`src/rtl/pci_config_scan_engine_macros.svh`:
```
// Assertion macros for the configuration scan engine.
`ifndef PCI_CONFIG_SCAN_ENGINE_MACROS_SVH
`define PCI_CONFIG_SCAN_ENGINE_MACROS_SVH

`ifndef SYNTHESIS
`define PCS_ASSERT(lbl, clk, rst_n, prop, msg) \
  lbl: assert property (@(posedge clk) disable iff (!rst_n) prop) else $error(msg);
`define PCS_ASSERT_NEVER(lbl, clk, rst_n, cond, msg) \
  lbl: assert property (@(posedge clk) disable iff (!rst_n) !(cond)) else $error(msg);
`else
`define PCS_ASSERT(lbl, clk, rst_n, prop, msg)
`define PCS_ASSERT_NEVER(lbl, clk, rst_n, cond, msg)
`endif

`endif

```
`src/rtl/pcs_pkg.sv`:
```
`timescale 1ns / 1ps
`default_nettype none
package pcs_pkg;

  localparam int DefDeviceCount = 32;
  localparam int DefMaxFunctions = 8;
  localparam int DefCapHopLimit = 48;

  localparam logic [31:0] ENABLE_BIT = 32'h8000_0000;
  localparam int MultiBitPos = 23;
  localparam logic [15:0] VENDOR_NONE = 16'hFFFF;
  localparam logic [7:0] REG_CAP_PTR = 8'h34;
  localparam logic [7:0] REG_HEADER = 8'h0C;
  localparam logic [7:0] REG_CLASS = 8'h08;
  localparam logic [7:0] REG_VENDOR = 8'h00;
  localparam logic [7:0] DWORD_MASK = 8'hFC;

  localparam logic [1:0] OP_SCAN = 2'd0;
  localparam logic [1:0] OP_CAP = 2'd1;
  localparam logic [1:0] OP_RESP = 2'd2;

  localparam logic [1:0] KIND_READ = 2'd0;
  localparam logic [1:0] KIND_FOUND = 2'd1;
  localparam logic [1:0] KIND_NONE = 2'd2;
  localparam logic [1:0] KIND_IGNORED = 2'd3;

  localparam logic [1:0] CFG_CLASS_VALUE = 2'd0;
  localparam logic [1:0] CFG_CLASS_MASK = 2'd1;
  localparam logic [1:0] CFG_BUS_NUMBER = 2'd2;

  typedef struct packed {
    logic [1:0]  opcode;
    logic [31:0] read_data;
    logic [31:0] function_address;
    logic [7:0]  wanted_capability;
  } pcs_item_t;

  typedef struct packed {
    logic [1:0]  kind;
    logic [31:0] value;
  } pcs_result_t;

  typedef struct packed {
    logic        we;
    logic [1:0]  idx;
    logic [31:0] wdata;
  } pcs_cfg_wr_t;

  function automatic logic [31:0] pack_addr(input logic [7:0] bus, input logic [4:0] dev,
                                            input logic [2:0] fn, input logic [7:0] offs);
    return {8'h00, bus, dev, fn, offs & DWORD_MASK};
  endfunction

endpackage
`default_nettype wire

```
`src/rtl/pcs_in_stage.sv`:
```
`timescale 1ns / 1ps
`default_nettype none
module pcs_in_stage
  import pcs_pkg::*;
(
  input  wire logic      clk_i,
  input  wire logic      rst_ni,
  input  wire logic      valid_i,
  output logic           ready_o,
  input  wire pcs_item_t item_i,
  input  wire logic      take_i,
  output logic           valid_o,
  output pcs_item_t      item_o
);

  logic      valid_q;
  pcs_item_t item_q;

  assign ready_o = !valid_q || take_i;
  assign valid_o = valid_q;
  assign item_o  = item_q;

  always_ff @(posedge clk_i or negedge rst_ni) begin
    if (!rst_ni) begin
      valid_q <= 1'b0;
    end else if (ready_o) begin
      valid_q <= valid_i;
    end
  end

  always_ff @(posedge clk_i) begin
    if (valid_i && ready_o) begin
      item_q <= item_i;
    end
  end

endmodule
`default_nettype wire

```
`src/rtl/pcs_step.sv`:
```
`timescale 1ns / 1ps
`default_nettype none
module pcs_step
  import pcs_pkg::*;
#(
  parameter int DEVICE_COUNT = DefDeviceCount,
  parameter int MAX_FUNCTIONS = DefMaxFunctions,
  parameter int CAP_HOP_LIMIT = DefCapHopLimit
) (
  input  wire logic        clk_i,
  input  wire logic        rst_ni,
  input  wire pcs_cfg_wr_t cfg_i,
  input  wire pcs_item_t   item_i,
  input  wire logic        adv_i,
  output pcs_result_t      result_o
);

  localparam logic [2:0] PH_IDLE = 3'd0;
  localparam logic [2:0] PH_VEN0 = 3'd1;
  localparam logic [2:0] PH_HDR = 3'd2;
  localparam logic [2:0] PH_FVEN = 3'd3;
  localparam logic [2:0] PH_CLASS = 3'd4;
  localparam logic [2:0] PH_CPTR = 3'd5;
  localparam logic [2:0] PH_CENT = 3'd6;

  logic [31:0] class_value_q, class_mask_q;
  logic [7:0]  bus_q;

  logic [2:0]  phase_q, phase_d;
  logic [4:0]  dev_q, dev_d;
  logic [2:0]  fn_q, fn_d;
  logic        multi_q, multi_d;
  logic [7:0]  ptr_q, ptr_d;
  logic [5:0]  hop_q, hop_d;
  logic [7:0]  id_q, id_d;
  logic [31:0] base_q, base_d;

  logic [5:0]  nd;
  logic [3:0]  nf, fn_limit;
  logic        dev_more, fn_more;
  logic [7:0]  nxt;

  pcs_result_t nd_res, nf_res;
  logic [2:0]  nd_phase, nf_phase;
  logic [4:0]  nd_dev, nf_dev;
  logic [2:0]  nd_fn, nf_fn;

  always_comb begin
    nd       = {1'b0, dev_q} + 6'd1;
    nf       = {1'b0, fn_q} + 4'd1;
    fn_limit = multi_q ? 4'(MAX_FUNCTIONS) : 4'd1;
    dev_more = nd < 6'(DEVICE_COUNT);
    fn_more  = nf < fn_limit;
    nxt      = item_i.read_data[15:8] & DWORD_MASK;

    if (dev_more) begin
      nd_dev       = nd[4:0];
      nd_fn        = 3'd0;
      nd_phase     = PH_VEN0;
      nd_res.kind  = KIND_READ;
      nd_res.value = ENABLE_BIT | pack_addr(bus_q, nd[4:0], 3'd0, REG_VENDOR);
    end else begin
      nd_dev       = dev_q;
      nd_fn        = fn_q;
      nd_phase     = PH_IDLE;
      nd_res.kind  = KIND_NONE;
      nd_res.value = '0;
    end

    if (fn_more) begin
      nf_dev       = dev_q;
      nf_fn        = nf[2:0];
      nf_phase     = PH_FVEN;
      nf_res.kind  = KIND_READ;
      nf_res.value = ENABLE_BIT | pack_addr(bus_q, dev_q, nf[2:0], REG_VENDOR);
    end else begin
      nf_dev   = nd_dev;
      nf_fn    = nd_fn;
      nf_phase = nd_phase;
      nf_res   = nd_res;
    end
  end

  always_comb begin
    phase_d = phase_q;
    dev_d   = dev_q;
    fn_d    = fn_q;
    multi_d = multi_q;
    ptr_d   = ptr_q;
    hop_d   = hop_q;
    id_d    = id_q;
    base_d  = base_q;
    result_o.kind  = KIND_IGNORED;
    result_o.value = '0;

    unique case (item_i.opcode)
      OP_SCAN: begin
        dev_d   = '0;
        fn_d    = '0;
        multi_d = 1'b0;
        phase_d = PH_VEN0;
        result_o.kind  = KIND_READ;
        result_o.value = ENABLE_BIT | pack_addr(bus_q, 5'd0, 3'd0, REG_VENDOR);
      end
      OP_CAP: begin
        base_d  = item_i.function_address;
        id_d    = item_i.wanted_capability;
        hop_d   = '0;
        ptr_d   = '0;
        phase_d = PH_CPTR;
        result_o.kind  = KIND_READ;
        result_o.value = ENABLE_BIT | (item_i.function_address + {24'd0, REG_CAP_PTR});
      end
      OP_RESP: begin
        unique case (phase_q)
          PH_VEN0: begin
            if (item_i.read_data[15:0] == VENDOR_NONE) begin
              dev_d    = nd_dev;
              fn_d     = nd_fn;
              phase_d  = nd_phase;
              result_o = nd_res;
            end else begin
              phase_d = PH_HDR;
              result_o.kind  = KIND_READ;
              result_o.value = ENABLE_BIT | pack_addr(bus_q, dev_q, 3'd0, REG_HEADER);
            end
          end
          PH_HDR: begin
            multi_d = item_i.read_data[MultiBitPos];
            fn_d    = '0;
            phase_d = PH_FVEN;
            result_o.kind  = KIND_READ;
            result_o.value = ENABLE_BIT | pack_addr(bus_q, dev_q, 3'd0, REG_VENDOR);
          end
          PH_FVEN: begin
            if (item_i.read_data[15:0] == VENDOR_NONE) begin
              dev_d    = nf_dev;
              fn_d     = nf_fn;
              phase_d  = nf_phase;
              result_o = nf_res;
            end else begin
              phase_d = PH_CLASS;
              result_o.kind  = KIND_READ;
              result_o.value = ENABLE_BIT | pack_addr(bus_q, dev_q, fn_q, REG_CLASS);
            end
          end
          PH_CLASS: begin
            if ((item_i.read_data & class_mask_q) == class_value_q) begin
              phase_d = PH_IDLE;
              result_o.kind  = KIND_FOUND;
              result_o.value = ENABLE_BIT | pack_addr(bus_q, dev_q, fn_q, REG_VENDOR);
            end else begin
              dev_d    = nf_dev;
              fn_d     = nf_fn;
              phase_d  = nf_phase;
              result_o = nf_res;
            end
          end
          PH_CPTR: begin
            ptr_d = item_i.read_data[7:0] & DWORD_MASK;
            if ((item_i.read_data[7:0] & DWORD_MASK) == 8'd0) begin
              phase_d = PH_IDLE;
              result_o.kind = KIND_NONE;
            end else begin
              hop_d   = 6'd1;
              phase_d = PH_CENT;
              result_o.kind  = KIND_READ;
              result_o.value = ENABLE_BIT
                             | (base_q + {24'd0, item_i.read_data[7:0] & DWORD_MASK});
            end
          end
          PH_CENT: begin
            if (item_i.read_data[7:0] == id_q) begin
              phase_d = PH_IDLE;
              result_o.kind  = KIND_FOUND;
              result_o.value = {24'd0, ptr_q};
            end else if (nxt == 8'd0 || hop_q >= 6'(CAP_HOP_LIMIT)) begin
              phase_d = PH_IDLE;
              result_o.kind = KIND_NONE;
            end else begin
              ptr_d = nxt;
              hop_d = hop_q + 6'd1;
              result_o.kind  = KIND_READ;
              result_o.value = ENABLE_BIT | (base_q + {24'd0, nxt});
            end
          end
          default: begin
            phase_d = PH_IDLE;
          end
        endcase
      end
      default: begin
      end
    endcase
  end

  always_ff @(posedge clk_i or negedge rst_ni) begin
    if (!rst_ni) begin
      class_value_q <= '0;
      class_mask_q  <= '0;
      bus_q         <= '0;
    end else if (cfg_i.we) begin
      unique case (cfg_i.idx)
        CFG_CLASS_VALUE: class_value_q <= cfg_i.wdata;
        CFG_CLASS_MASK:  class_mask_q  <= cfg_i.wdata;
        CFG_BUS_NUMBER:  bus_q         <= cfg_i.wdata[7:0];
        default: begin
        end
      endcase
    end
  end

  always_ff @(posedge clk_i or negedge rst_ni) begin
    if (!rst_ni) begin
      phase_q <= PH_IDLE;
      dev_q   <= '0;
      fn_q    <= '0;
      multi_q <= 1'b0;
      ptr_q   <= '0;
      hop_q   <= '0;
      id_q    <= '0;
      base_q  <= '0;
    end else if (adv_i) begin
      phase_q <= phase_d;
      dev_q   <= dev_d;
      fn_q    <= fn_d;
      multi_q <= multi_d;
      ptr_q   <= ptr_d;
      hop_q   <= hop_d;
      id_q    <= id_d;
      base_q  <= base_d;
    end
  end

endmodule
`default_nettype wire

```
`src/rtl/pcs_out_stage.sv`:
```
`timescale 1ns / 1ps
`default_nettype none
module pcs_out_stage
  import pcs_pkg::*;
(
  input  wire logic        clk_i,
  input  wire logic        rst_ni,
  input  wire logic        valid_i,
  input  wire pcs_result_t result_i,
  output logic             can_take_o,
  output logic             valid_o,
  input  wire logic        ready_i,
  output pcs_result_t      result_o
);

  logic        valid_q;
  pcs_result_t result_q;

  assign can_take_o = !valid_q || ready_i;
  assign valid_o    = valid_q;
  assign result_o   = result_q;

  always_ff @(posedge clk_i or negedge rst_ni) begin
    if (!rst_ni) begin
      valid_q <= 1'b0;
    end else if (can_take_o) begin
      valid_q <= valid_i;
    end
  end

  always_ff @(posedge clk_i) begin
    if (valid_i && can_take_o) begin
      result_q <= result_i;
    end
  end

endmodule
`default_nettype wire

```
`src/rtl/pci_config_scan_engine.sv`:
```
// Channel   Direction  Handshake                  Payload
// in        input      in_valid_i / in_ready_o    opcode, read_data, function_address,
//                                                 wanted_capability
// out       output     out_valid_o / out_ready_i  kind, value
// cfg       input      cfg_we_i                   cfg_idx_i, cfg_wdata_i
//
// One transaction in gives one transaction out, held first in the input register and then in the result register.
// Sustained rate is one transaction per cycle while the output is not stalled: the step
// logic between the input register and the result register decides each item combinationally.
// Reset clears walk state and configuration registers at once; no clearing pass.
// A stalled output holds its result while the input register still takes one more.
`timescale 1ns / 1ps
`default_nettype none
`include "pci_config_scan_engine_macros.svh"
module pci_config_scan_engine
  import pcs_pkg::*;
#(
  parameter int DEVICE_COUNT = DefDeviceCount,
  parameter int MAX_FUNCTIONS = DefMaxFunctions,
  parameter int CAP_HOP_LIMIT = DefCapHopLimit
) (
  input  wire logic        clk_i,
  input  wire logic        rst_ni,
  input  wire logic        in_valid_i,
  output logic             in_ready_o,
  input  wire logic [1:0]  in_opcode_i,
  input  wire logic [31:0] in_read_data_i,
  input  wire logic [31:0] in_function_address_i,
  input  wire logic [7:0]  in_wanted_capability_i,
  output logic             out_valid_o,
  input  wire logic        out_ready_i,
  output logic [1:0]       out_kind_o,
  output logic [31:0]      out_value_o,
  input  wire logic        cfg_we_i,
  input  wire logic [1:0]  cfg_idx_i,
  input  wire logic [31:0] cfg_wdata_i
);

  pcs_item_t   in_item, stage_item;
  pcs_result_t step_res, out_res;
  pcs_cfg_wr_t cfg_wr;
  logic        stage_valid, out_can_take, adv;

  assign in_item = {in_opcode_i, in_read_data_i, in_function_address_i,
                    in_wanted_capability_i};

  assign cfg_wr = {cfg_we_i, cfg_idx_i, cfg_wdata_i};

  assign adv = stage_valid && out_can_take;

  pcs_in_stage u_in (
    .clk_i   (clk_i),
    .rst_ni  (rst_ni),
    .valid_i (in_valid_i),
    .ready_o (in_ready_o),
    .item_i  (in_item),
    .take_i  (out_can_take),
    .valid_o (stage_valid),
    .item_o  (stage_item)
  );

  pcs_step #(
    .DEVICE_COUNT  (DEVICE_COUNT),
    .MAX_FUNCTIONS (MAX_FUNCTIONS),
    .CAP_HOP_LIMIT (CAP_HOP_LIMIT)
  ) u_step (
    .clk_i    (clk_i),
    .rst_ni   (rst_ni),
    .cfg_i    (cfg_wr),
    .item_i   (stage_item),
    .adv_i    (adv),
    .result_o (step_res)
  );

  pcs_out_stage u_out (
    .clk_i      (clk_i),
    .rst_ni     (rst_ni),
    .valid_i    (stage_valid),
    .result_i   (step_res),
    .can_take_o (out_can_take),
    .valid_o    (out_valid_o),
    .ready_i    (out_ready_i),
    .result_o   (out_res)
  );

  assign out_kind_o  = out_res.kind;
  assign out_value_o = out_res.value;

  `PCS_ASSERT(a_read_has_enable, clk_i, rst_ni,
              (out_valid_o && out_kind_o == KIND_READ) |-> out_value_o[31],
              "read request without enable bit")
  `PCS_ASSERT(a_ignored_zero, clk_i, rst_ni,
              (out_valid_o && out_kind_o == KIND_IGNORED) |-> (out_value_o == 32'd0),
              "ignored result with nonzero value")
  `PCS_ASSERT(a_none_zero, clk_i, rst_ni,
              (out_valid_o && out_kind_o == KIND_NONE) |-> (out_value_o == 32'd0),
              "not-found result with nonzero value")
  `PCS_ASSERT_NEVER(a_stall_empty, clk_i, rst_ni, !in_ready_o && !stage_valid,
                    "input stalled with empty input register")

endmodule
`default_nettype wire

```
`config.mk`:
```
export PLATFORM = sky130hd
export DESIGN_NAME = pci_config_scan_engine
export DESIGN_NICKNAME = d
export VERILOG_FILES = /design/src/rtl/pcs_pkg.sv /design/src/rtl/pcs_in_stage.sv /design/src/rtl/pcs_step.sv /design/src/rtl/pcs_out_stage.sv /design/src/rtl/pci_config_scan_engine.sv
export VERILOG_INCLUDE_DIRS = /design/src /design/src/rtl
export SDC_FILE = /design/constraint.sdc
export NUM_CORES = 1
export LEC_CHECK = 0
export BUFFER_PORTS_ARGS = -buffer_cell sky130_fd_sc_hd__buf_2
export CORE_AREA = 2 2 209 211
export CTS_CLUSTER_DIAMETER = 150
export CTS_CLUSTER_SIZE = 20
export DETAILED_ROUTE_END_ITERATION = 8
export DIE_AREA = 0 0 211 213
export SLEW_MARGIN = 20
export SYNTH_ARGS = -nofsm -noshare
export SYNTH_HDL_FRONTEND = slang
export SYNTH_SLANG_ARGS = --single-unit
```
`constraint.sdc`:
```
create_clock -name clk_i -period 6.9 [get_ports clk_i]
set_clock_uncertainty 0.2 [all_clocks]
set_input_delay 1.035 -clock clk_i [delete_from_list [all_inputs] [get_ports clk_i]]
set_output_delay 1.035 -clock clk_i [all_outputs]
set_load 0.01 [all_outputs]
```
After elaboration in Yosys (flattened, before gate mapping)
Cells that the tools add are included.
{"block": "word_totals", "input_bits": 113, "output_inout_bits": 36, "ff_bits": 246, "mem_count": 0, "mem_bits_rw": 0, "romBits": 0, "latch_bits": 0}
{"block": "classes", "n_shift": 0, "n_div": 0, "multipliers": 0, "n_bitwise": 1, "reduce_logical": 24, "magnitude_cmp": 3, "eq_ne": 24, "addsub": 6, "n_mux": 48}
{"op": "34-bit two-way mux", "n": 6}
{"op": "34-bit one-hot mux with 6 select lines", "n": 1}
{"op": "34-bit one-hot mux with 3 select lines", "n": 1}
{"op": "32-bit two-way mux", "n": 2}
{"op": "31-bit by 8-bit adder with 31-bit output", "n": 2}
{"op": "3-bit two-way mux", "n": 12}
{"op": "32-bit AND", "n": 1}
{"op": "32-bit equality test", "n": 1}
{"op": "8-bit one-hot mux with 2 select lines", "n": 2}
{"op": "31-bit by 6-bit adder with 31-bit output (second input constant)", "n": 1}
{"op": "5-bit two-way mux", "n": 5}
{"op": "6-bit one-hot mux with 2 select lines", "n": 2}
{"op": "6-bit two-way mux", "n": 3}
{"op": "3-bit one-hot mux with 6 select lines", "n": 1}
{"op": "6-bit AND reduction", "n": 3}
{"op": "16-bit equality test (second input constant)", "n": 1}
{"op": "8-bit zero test", "n": 2}
{"op": "8-bit two-way mux", "n": 2}
{"op": "5-bit one-hot mux with 3 select lines", "n": 1}
{"op": "3-bit inequality test (second input constant)", "n": 4}
{"op": "3-bit one-hot mux with 4 select lines", "n": 1}
{"op": "5-bit one-hot mux with 2 select lines", "n": 1}
{"op": "3-bit equality test (second input constant)", "n": 3}
{"op": "3-bit by 2-bit inequality test with 1-bit output (second input constant)", "n": 3}
{"op": "30 further kinds", "n": 45}

Logic depth before layout (Yosys ltp)
{"block": "logic_depth", "word_depth": 7, "mapped_depth": 10}

Cells and area by module
From an unflattened synthesis, not the netlist that was laid out.
{"block": "hier_totals", "cells_unflattened": 1177, "area_unflattened_um2": 13028.7}
{"mod": "pcs_step", "seq_area_each_um2": 3378.2, "cells_each": 1060, "n_inst": 1, "area_per_inst_um2": 9671.8}
{"mod": "pcs_in_stage", "seq_area_each_um2": 2247.2, "cells_each": 78, "n_inst": 1, "area_per_inst_um2": 2275.9}
{"mod": "pcs_out_stage", "seq_area_each_um2": 1046.0, "cells_each": 38, "n_inst": 1, "area_per_inst_um2": 1074.8}
{"mod": "pci_config_scan_engine", "seq_area_each_um2": 0.0, "cells_each": 1, "n_inst": 1, "area_per_inst_um2": 6.3}

Least setup slack after synthesis
Ideal clock, no wire load.
{"block": "synth_path", "path_kind": "input to register", "start": "input out_ready_i", "end": "register u_step.base_q[0]", "setup_time_ns": 0.125, "t_required_ns": 6.575, "setup_slack_ns": 3.215, "stages": 6, "n_path_buf": 2, "arrival_time_ns": 3.360, "cell_sequence": "nand2b_1 -> and2_1 -> clkbuf_1 -> nand2_1 -> clkbuf_1 -> mux2_2"}
{"block": "synth_between", "elab_chain_cells": 3}
{"item": "start, declared", "line": "pci_config_scan_engine.sv:31", "text": "input wire logic out_ready_i,"}
{"item": "1-bit logical OR", "line": "pcs_out_stage.sv:19", "text": "assign can_take_o = !valid_q || ready_i;"}
{"item": "1-bit logical AND", "line": "pci_config_scan_engine.sv:49", "text": "assign adv = stage_valid && out_can_take;"}
{"item": "via adv", "line": "pci_config_scan_engine.sv:42", "text": "logic stage_valid, out_can_take, adv;"}
{"item": "2-bit AND reduction (no line)"}
{"item": "end signal, assigned", "line": "pcs_step.sv:231", "text": "base_q <= base_d;"}
{"item": "end, declared", "line": "pcs_step.sv:36", "text": "logic [31:0] base_q, base_d;"}
The timed path passes the listed nets, and every way through them passes these cells.
A chain may end at the register's enable or synchronous reset.

==> results.py <==
metrics = {
    "logic_synthesis": {
        "netlist_instances": 1143,
        "synthArstFlopShare": 0.561,
        "synth-seq-area-share": 0.522,
        "synth_fa_ha_area_frac": 0.0238,
        "synth-simple-area-share": 0.136,
        "synth_ff_type": "dfrtp_1",
        "synth-edff-count": 107,
        "syn_area_per_cell_um2": 11.1,
        "synth_warnings": 0,
        "netlist_area_mm2": 0.0127,
        "syn-num-nets": 1279,
        "synthXorXnorAreaFrac": 0.0303,
        "synth-compound-area-share": 0.166,
        "synth_top_family_by_area": "compound AO/OA/AOI/OAI gates",
        "ys_ff_latch": 244,
        "synth_cell_type_count": 83,
        "synthMuxAreaShare": 0.0971,
    },
    "sta": {
        "tns_ns": 0,
        "final-max-slew-violation-count": 0,
        "min_period_ns": 3.91,
        "max_freq_ghz": 0.256,
        "setup_ws_ns": 2.99,
        "relSlewSlack": 0.382,
        "finalSetupViolCount": 0,
        "finalCritPeriodShare": 0.567,
        "worst_slew_pin_slew_ns": 0.927,
        "finalHoldViolations": 0,
        "rsz0062_at_grt": "false",
        "fin_hold_ws_ns": 0.278,
    },
    "placement": {
        "hpwl_mm": 25.8,
        "place_area_mm2": 0.0141,
        "place_ws_ns": 3.19,
        "port_buffers": 147,
        "gp_congestion": 0.909,
    },
    "clocking": {
        "cts_tree": "done",
        "insertion_delay_ns": 0.52,
        "numCtsBuffers": 16,
        "h-tree-depth": 1,
        "path_clk_slew_ns": 0.10,
        "clockRootBuffer": "clkbuf_16",
        "cts-hold-fix-buffers": 0,
        "cts_resized": 0,
        "postCtsSetupBuffers": 0,
        "cts_sinks": 244,
        "ctsLongestPathBuffers": 3,
    },
    "route": {
        "detail-route-antenna-nets": 0,
        "viasPerCell": 5.33,
        "drt_wl_total_mm": 36.0,
        "drc_errors": 0,
        "dr.pass1.iters": 6,
        "via_count": 9775,
        "wl_per_cell_um": 19.6,
        "drt_iter0_markers": 843,
    },
    "setup_path": {
        "endpoint_kind": "register",
        "path_buf_inv": 0,
        "r2r_cells": 7,
        "critical_path_class": "register to register",
        "crit_fanout": 20,
        "path_cells": "nand3b_1 -> a221oi_2 -> o21a_1 -> a22oi_1 -> nor4_1 -> a221oi_1 -> a311oi_1",
        "crit_slowest_cell": "dfrtp_1",
        "slowest_delay_ns": 0.77,
        "worst_r2r_endpoint": "u_out.result_o[17]",
        "cp.required_ns": 6.99,
        "arrival_ns": 4.00,
        "cp_top_family": "compound AO/OA/AOI/OAI gates",
        "r2r-start": "u_step.phase_q[2]",
        "startpoint_type": "register",
        "r2r_slack_ns": 2.99,
    },
    "finish": {
        "layout_commonest_cell": "buf_2",
        "final_area_mm2": 0.0146,
        "drive_above_1_share": 0.240,
        "final_cell_mix": "146 x buf_2, 137 x dfrtp_1, 107 x mux2_2, 107 x edfxtp_1, 105 x nand2_1",
        "area_growth_pct": 14.7,
        "nets": 1410,
    },
    "power": {
        "power_density_mw_per_mm2": 260,
        "p_leak_nw": 5.74,
        "p_seq_frac": 0.520,
        "pwr-share-comb": 0.213,
        "irDropWorstVdd_mv": 0.190,
        "internal-power_mw": 2.62,
        "power_mw": 3.79,
        "switching_share": 0.309,
        "switchingPower_mw": 1.17,
        "pwr-share-clk": 0.268,
    },
    "job": {
        "drv_cap": 0,
    },
    "grt": {
        "gr-usage-all-layers": 0.159,
        "met3_usage": 0.0318,
        "grt_max_degree": 85,
        "grt.busiest_layer": "met2",
        "gr-total-overflow": 0,
        "grt_pass1_vias": 9458,
        "grt_antenna_before_repair": 5,
        "grtUsageMet2": 0.265,
        "grt_pass1_wl_mm": 55.1,
        "use_met1": 0.209,
    },
    "run_status": {
        "status": "finished, final reports clean",
    },
    "die": {
        "die_area_mm2": 0.0449,
        "die_x_um": 211,
        "num_io_pins": 149,
        "die_y_um": 213,
        "std_cell_rows": 76,
        "core_mm2": 0.0427,
        "initial_core_util": 0.298,
    },
    "min_path": {
        "whs_endpoint": "u_step.id_q[6]",
        "hold_path_class": "register to register",
        "whs_path_depth": 1,
        "min-delay-start": "u_in.item_o[6]",
    },
}
## how the worst max path moves through the flow
stage          depth (start not counted)              start                 end  slack (ns)
2_1_floorplan                          6        out_ready_i    u_step.base_q[0]        3.21
3_3_place_gp                           7    u_in.item_o[55]  u_out.result_o[33]        3.21
3_5_place_dp                           7        out_ready_i   u_step.base_q[13]        3.19
4_1_cts                                7    u_in.item_o[55]  u_out.result_o[33]        3.17
5_1_grt                                7  u_step.phase_q[2]  u_out.result_o[17]        2.92
6_report                               7  u_step.phase_q[2]  u_out.result_o[17]        2.99
## power by group through the flow
stage | combinational [mW] | sequential (mW) | clock [mW]
5_1_grt | 0.895 | 2.00 | 1.10
3_5_place_dp | 0.802 | 2.00 | 0
4_1_cts | 0.808 | 1.97 | 1.05
2_1_floorplan | 0.603 | 1.90 | 0
6_report | 0.807 | 1.97 | 1.01
3_3_place_gp | 0.786 | 1.99 | 0
## worst reg2reg max path: stages (launching register included)
cell      delay [ns]
dfrtp_1         0.77
nand3b_1        0.49
a221oi_2        0.38
o21a_1          0.72
a22oi_1         0.31
nor4_1          0.30
a221oi_1        0.08
a311oi_1        0.43
## cells in the mapped netlist (all sizes together), types with 8 or more instances
library cell  count  area [um^2]
dfrtp           137         3430
mux2            108         1220
edfxtp          107         3210
nand2           105          394
o21ai            78          390
a21oi            52          272
nor2             52          200
nand3            41          205
inv              32          120
clkbuf           31          116
and3             28          175
xnor2            26          228
nand4            24          165
ha               21          263
nor3             19          100
o211ai           19          156
a211oi           18          145
xor2             18          158
buf              16         76.3
a21o             14          105
nand2b           11         68.8
o22a             11         96.3
a22oi            10         80.1
a21boi            9         67.6
nor4              9         62.6
o22ai             9         56.3
and3b             8         70.1
o21a              8         60.1
## layout make-up
type                       instances  area [um^2]
antenna                            4         10.0
clock buffer                      26          459
clock inverter                     2         46.3
fill                            4287        28100
inverter                          32          120
multi-input combinational        820         5790
sequential                       244         6640
tap                              546          683
timing repair buffer             160          843
## logic make-up after synthesis
family,Yosys count
muxes,110
adders and majority gates,23
and+or+nand+nor,337
xor gates and xnor gates,44
buffers and inverters,79
AOI/OAI and AO/OA,306
DFF,244
## metrics by stage
| stage | util | std cells |
|---|---|---|
| after global routing | 0.341 | 1830 |
| after floorplan | - | 1143 |
| after detailed placement | 0.330 | 1802 |
| after global placement | 0.330 | 1802 |
| final | 0.342 | 1834 |
| after CTS | 0.341 | 1830 |
## state kept, by name, summed over array words and instances (netlist names), 3 cells and up
register / count
u_step.id_q: 8
u_step.fn_q: 3
u_step.phase_q: 3
u_step.base_q: 31
u_step.class_mask_q: 32
u_out.result_o: 34
u_in.item_o: 73
u_step.ptr_q: 6
u_step.bus_q: 8
u_step.class_value_q: 32
u_step.hop_q: 6
u_step.dev_q: 5
## per-layer routing
layer | vias to the layer above | share of wire
met5 | - | 0.00050
met4 | 4 | 0.031
met3 | 61 | 0.062
met2 | 303 | 0.47
met1 | 4810 | 0.43
li1 | 4597 | -
Power figures use the tool's default switching activity.
